===== src/rtl/dhbm_pkg.sv =====
// dhbm_pkg: shared types and codes for the depth histogram band mean unit
// holds controller states, result status codes, register indexes and the
// command/status structs between controller and datapath; no dependencies
`timescale 1ns / 1ps

package dhbm_pkg;

    // configuration port
    localparam int CFG_IDX_W  = 4;
    localparam int CFG_DATA_W = 9;

    localparam logic [CFG_IDX_W-1:0] REG_MIN_VALID     = 4'd0;
    localparam logic [CFG_IDX_W-1:0] REG_BIN_THRESHOLD = 4'd1;

    localparam logic [CFG_DATA_W-1:0] MIN_VALID_RST     = 9'd128;
    localparam logic [CFG_DATA_W-1:0] BIN_THRESHOLD_RST = 9'd64;

    // fixed field widths
    localparam int DEPTH_W  = 16;
    localparam int BAND_W   = 4;
    localparam int COUNT_W  = 9;
    localparam int RECIP_W  = 18;
    localparam int PROD_W   = DEPTH_W + RECIP_W;

    // result status codes
    typedef enum logic [1:0] {
        ST_OK         = 2'd0,
        ST_NO_VALID   = 2'd1,
        ST_FEW_VALID  = 2'd2,
        ST_EMPTY_BAND = 2'd3
    } status_t;

    // controller states
    typedef enum logic [3:0] {
        S_LOAD,
        S_BIN,
        S_CHECK,
        S_SEARCH,
        S_BOUND,
        S_SCAN,
        S_DIV,
        S_EMIT
    } state_t;

    // controller to datapath
    typedef struct packed {
        logic capture;
        logic update;
        logic check;
        logic search;
        logic bound;
        logic scan;
        logic div_step;
        logic emit;
    } cmd_t;

    // datapath to controller
    typedef struct packed {
        logic last_flag;
        logic no_valid;
        logic few_valid;
        logic bin_hit;
        logic srch_last;
        logic scan_done;
        logic cnt_zero;
        logic div_done;
        logic res_free;
    } sts_t;

endpackage


===== src/rtl/dhbm_ctrl.sv =====
// dhbm_ctrl: sequencing state machine for the depth histogram band mean unit
// walks load, histogram update, band search, band scan and divide phases
// depends on dhbm_pkg
`timescale 1ns / 1ps

module dhbm_ctrl (
    input  logic           clk,
    input  logic           rst_n,
    input  logic           pix_valid,
    output logic           pix_stall,
    input  dhbm_pkg::sts_t sts,
    output dhbm_pkg::cmd_t cmd
);

    dhbm_pkg::state_t state_reg;
    dhbm_pkg::state_t state_next;

    // state register
    always_ff @(posedge clk or negedge rst_n)
    begin
        if (!rst_n)
        begin
            state_reg <= dhbm_pkg::S_LOAD;
        end
        else
        begin
            state_reg <= state_next;
        end
    end

    // next state
    always_comb
    begin
        state_next = state_reg;
        unique case (state_reg)
            dhbm_pkg::S_LOAD:
            begin
                if (pix_valid)
                begin
                    state_next = dhbm_pkg::S_BIN;
                end
            end
            dhbm_pkg::S_BIN:
            begin
                state_next = sts.last_flag ? dhbm_pkg::S_CHECK : dhbm_pkg::S_LOAD;
            end
            dhbm_pkg::S_CHECK:
            begin
                if (sts.no_valid || sts.few_valid)
                begin
                    state_next = dhbm_pkg::S_EMIT;
                end
                else
                begin
                    state_next = dhbm_pkg::S_SEARCH;
                end
            end
            dhbm_pkg::S_SEARCH:
            begin
                if (sts.bin_hit || sts.srch_last)
                begin
                    state_next = dhbm_pkg::S_BOUND;
                end
            end
            dhbm_pkg::S_BOUND:
            begin
                state_next = dhbm_pkg::S_SCAN;
            end
            dhbm_pkg::S_SCAN:
            begin
                if (sts.scan_done)
                begin
                    state_next = sts.cnt_zero ? dhbm_pkg::S_EMIT : dhbm_pkg::S_DIV;
                end
            end
            dhbm_pkg::S_DIV:
            begin
                if (sts.div_done)
                begin
                    state_next = dhbm_pkg::S_EMIT;
                end
            end
            dhbm_pkg::S_EMIT:
            begin
                if (sts.res_free)
                begin
                    state_next = dhbm_pkg::S_LOAD;
                end
            end
            default:
            begin
                state_next = dhbm_pkg::S_LOAD;
            end
        endcase
    end

    // commands
    always_comb
    begin
        cmd       = '0;
        pix_stall = 1'b1;
        unique case (state_reg)
            dhbm_pkg::S_LOAD:
            begin
                pix_stall   = 1'b0;
                cmd.capture = pix_valid;
            end
            dhbm_pkg::S_BIN:
            begin
                cmd.update = 1'b1;
            end
            dhbm_pkg::S_CHECK:
            begin
                cmd.check = 1'b1;
            end
            dhbm_pkg::S_SEARCH:
            begin
                cmd.search = 1'b1;
            end
            dhbm_pkg::S_BOUND:
            begin
                cmd.bound = 1'b1;
            end
            dhbm_pkg::S_SCAN:
            begin
                cmd.scan = 1'b1;
            end
            dhbm_pkg::S_DIV:
            begin
                cmd.div_step = !sts.div_done;
            end
            dhbm_pkg::S_EMIT:
            begin
                cmd.emit = sts.res_free;
            end
            default:
            begin
                cmd = '0;
            end
        endcase
    end

endmodule


===== config.mk =====
export PLATFORM = sky130hd
export DESIGN_NAME = dhbm_ctrl
export DESIGN_NICKNAME = d
export VERILOG_FILES = /design/src/rtl/dhbm_pkg.sv /design/src/rtl/dhbm_ctrl.sv
export SDC_FILE = /design/constraint.sdc
export NUM_CORES = 1
export LEC_CHECK = 0
export BUFFER_PORTS_ARGS = -buffer_cell sky130_fd_sc_hd__buf_2
export CAP_MARGIN = 5
export CELL_PAD_IN_SITES_DETAIL_PLACEMENT = 2
export CELL_PAD_IN_SITES_GLOBAL_PLACEMENT = 2
export CORE_UTILIZATION = 18
export CTS_BUF_LIST = sky130_fd_sc_hd__clkbuf_2
export DETAILED_ROUTE_END_ITERATION = 12
export PLACE_DENSITY = 0.72
export SLEW_MARGIN = 20
export SYNTH_ARGS = -nofsm -noshare
export SYNTH_HDL_FRONTEND = slang
export SYNTH_SLANG_ARGS = --single-unit

===== constraint.sdc =====
create_clock -name clk -period 1.4 [get_ports clk]
set_input_delay 0.07 -clock clk [delete_from_list [all_inputs] [get_ports clk]]
set_output_delay 0.07 -clock clk [all_outputs]
set_load 0.01 [all_outputs]

==> run_results.csv <==
group,metric,value,unit
setup_path,worst_r2r_startpoint,"state_reg[0]$_DFFE_PN0P_",
flow_run,cap_viol_max_count,0,
setup_path,worstPathCellList,"nor3b_1, mux4_2, mux2_4",
drt,dr.pass1.iters,1,
synthesis,syn_avg_cell_area,8.07,sq um
placement,gp_congestion,0.702,
synthesis,yosysWarnings,0,
synthesis,netlist_area,307,sq um
timing,worst_slew_pin_slew,0.211,ns
setup_path,end_kind,"flip-flop",
timing,report.final.slew_viol_count,0,
placement,place_ws,-0.0998,ns
floorplan,die_h,43.3,um
global_routing,grt_pass1_wl,1820,um
floorplan,core_area,1540,sq um
global_routing,grt_usage,13.6,%
finish,final_cells,87,
drt,drc_errors,0,
timing,relSlewSlack,85.9,%
drt,antenna_left,0,
drt,via_count,422,
synthesis,synth_top_flop_cell,"dfrtp_1",
setup_path,cp_data_required_time,1.51,ns
timing,fin_crit,1.47,ns
drt,drt-initial-drc-count,0,
synthesis,synth_top_cell_area_share,24.5,%
setup_path,critPathLaunchType,"flip-flop",
setup_path,path_max_fanout,6,
cts,cts.clk_slew.worst_paths,0.05,ns
floorplan,fp.dieW,43.3,um
placement,port_buffers,20,
timing,setup_viol,3,
timing,rsz0062_at_grt,"yes",
synthesis,syn-num-nets,50,
drt,finalWirelength,1220,um
floorplan,rows,14,
drt,wire_per_inst,14.0,um
setup_path,cp_data_arrival_time,1.58,ns
setup_path,cp_top_family,"multiplexers",
timing,hold_violations,0,
floorplan,io_pins,21,
floorplan,dieArea,1870,sq um
pwr,p_per_area,1950,nW/um^2
global_routing,grt_pass1_vias,419,
cts,cts_tree,"yes",
setup_path,critPathLaunch,"state_reg[0]$_DFFE_PN0P_",
cts,clock_latency,0.23,ns
global_routing,grt-ovfl-total,0,
finish,antennaDiodeCount,0,
synthesis,synth-seq-cells,3,
setup_path,reg2reg_slack,-0.07,ns
global_routing,grt_max_degree,9,
synthesis,synth_top_area_cell,"dfrtp_1",
timing,fmax,0.678,GHz
finish,final_util,38.1,%
finish,largest_reg_flops,3,
placement,hpwlAfterDp,874,um
setup_path,crit_path_top_delay_cell,"mux4_2",
synthesis,synthArstFlopShare,100,%
cts,clock_sinks,3,
setup_path,slowest_delay,0.46,ns
finish,final_layout_size_suffix_gt1_share,66.2,%
setup_path,path_class,"reg -> reg",
outcome,status,"complete, but fails checks",
hold_path,min_from,"sts[8]",
pwr,peakVddDrop,543,uV
hold_path,hold_path.class,"in -> reg",
outcome,violations,"negative setup slack",
cts,cts_max_level,1,
finish,syn_to_final_growth,91.4,%
cts,cts_root_buffer,"clkbuf_2",
cts,ctsLongestPathBuffers,2,
finish,fin_nets,84,
drt,viasPerCell,4.85,
global_routing,antenna_found_initial,0,
floorplan,start_util,19.9,%
synthesis,ys_top_cells_by_area,"dfrtp_1 (24%), nor3b_1 (9.8%), mux4_2 (7.3%)",
timing,timing.final.crit_share,105,%
timing,setup_tns,-0.145,ns
placement,dp.cells,78,
timing,worst_slack,-0.0744,ns
setup_path,cp.buffers_inverters,0,
synthesis,synth_edf_count,0,
timing,skew,0.00408,ns
cts,numCtsBuffers,3,
synthesis,yosysSeqAreaShare,24.5,%
pwr,power_leakage,0.000287,uW
synthesis,synthCells,38,
synthesis,synth_cell_types,22,
## per-layer routing
| metal | vias to the layer above | wire (um) | global-route usage [%] |
|---|---|---|---|
| li1 | 203 | - | - |
| met1 | 202 | 509 | 15.2 |
| met2 | 15 | 630 | 23.0 |
| met3 | 2 | 51 | 1.28 |
| met4 | 0 | 27 | 10.9 |
| met5 | - | 0 | 0 |
## final timing paths
| path | cells after the start | to |
|---|---|---|
| worst max-delay path | 3 | state_reg[0]$_DFFE_PN0P_ |
| worst min-delay path | 3 | state_reg[1]$_DFFE_PN0P_ |
| worst max register to register | 3 | state_reg[0]$_DFFE_PN0P_ |
| worst min register to register | 3 | state_reg[1]$_DFFE_PN0P_ |
| max in group asynchronous | 2 | state_reg[0]$_DFFE_PN0P_ |
| min in group asynchronous | 2 | state_reg[1]$_DFFE_PN0P_ |
## kinds of logic after synthesis
| family | Yosys count | share of synthesized area, % |
|---|---|---|
| simple gates | 22 | 45.3 |
| mux | 2 | 12.2 |
| flops | 3 | 24.5 |
| buf+inv | 5 | 6.53 |
| compound gates | 6 | 11.4 |
## Yosys cell counts, drive strengths merged (2+ instances only)
| master | n |
|---|---|
| clkbuf | 2 |
| nor2b | 3 |
| o21ai | 3 |
| nor2 | 5 |
| or3 | 2 |
| inv | 2 |
| nor3b | 4 |
| dfrtp | 3 |
## where the power goes
part / internal [uW] / switching [uW]
Clock: 75.4 / 58.3
Sequential: 132 / 49.2
Combinational: 471 / 359
Total: 679 / 467
## per-stage QoR
| step | power (uW) | hold WS [ns] | instance area (sq um) |
|---|---|---|---|
| 3_5_place_dp | 848 | -0.129 | 467 |
| 2_1_floorplan | 557 | -0.226 | 307 |
| 5_1_grt | 1240 | 0.0833 | 587 |
| 6_report | 1150 | 0.0886 | 587 |
| 3_3_place_gp | 829 | -0.130 | 467 |
| 4_1_cts | 1040 | 0.0732 | 522 |
## cells in the final DEF, fill, tap and decap left out, types with 2 or more instances in the layout
cell type	netlist	layout
buf_4	0	9
nor3b_1	4	3
dfrtp_1	3	2
o21ai_0	3	3
buf_6	0	3
or3_4	0	2
nor2_1	5	4
nor2b_1	3	2
inv_1	2	2
clkbuf_2	0	4
buf_2	1	19
## worst register-to-register path: cells and delay by family (launching register included)
kind | cells | cell delay, ns
DFF | 1 | 0.44
and+or+nand+nor | 1 | 0.16
muxes | 2 | 0.76
## layout make-up
class	instances	area (sq um)
well taps	16	20.0
inverters	2	7.51
fillers	176	955
flip-flops and latches	3	76.3
multi-input cells	30	256
clock buffers	4	20.0
repair buffers	32	206
## what timing repair did
action,in CTS,in global routing
pin swaps,1,2
setup endpoints to repair,3,6
gates resized for setup,3,9
hold buffers,1,0
endpoints found under the hold margin,3,0
setup buffers,2,2
(Power assumes the default switching activity.)
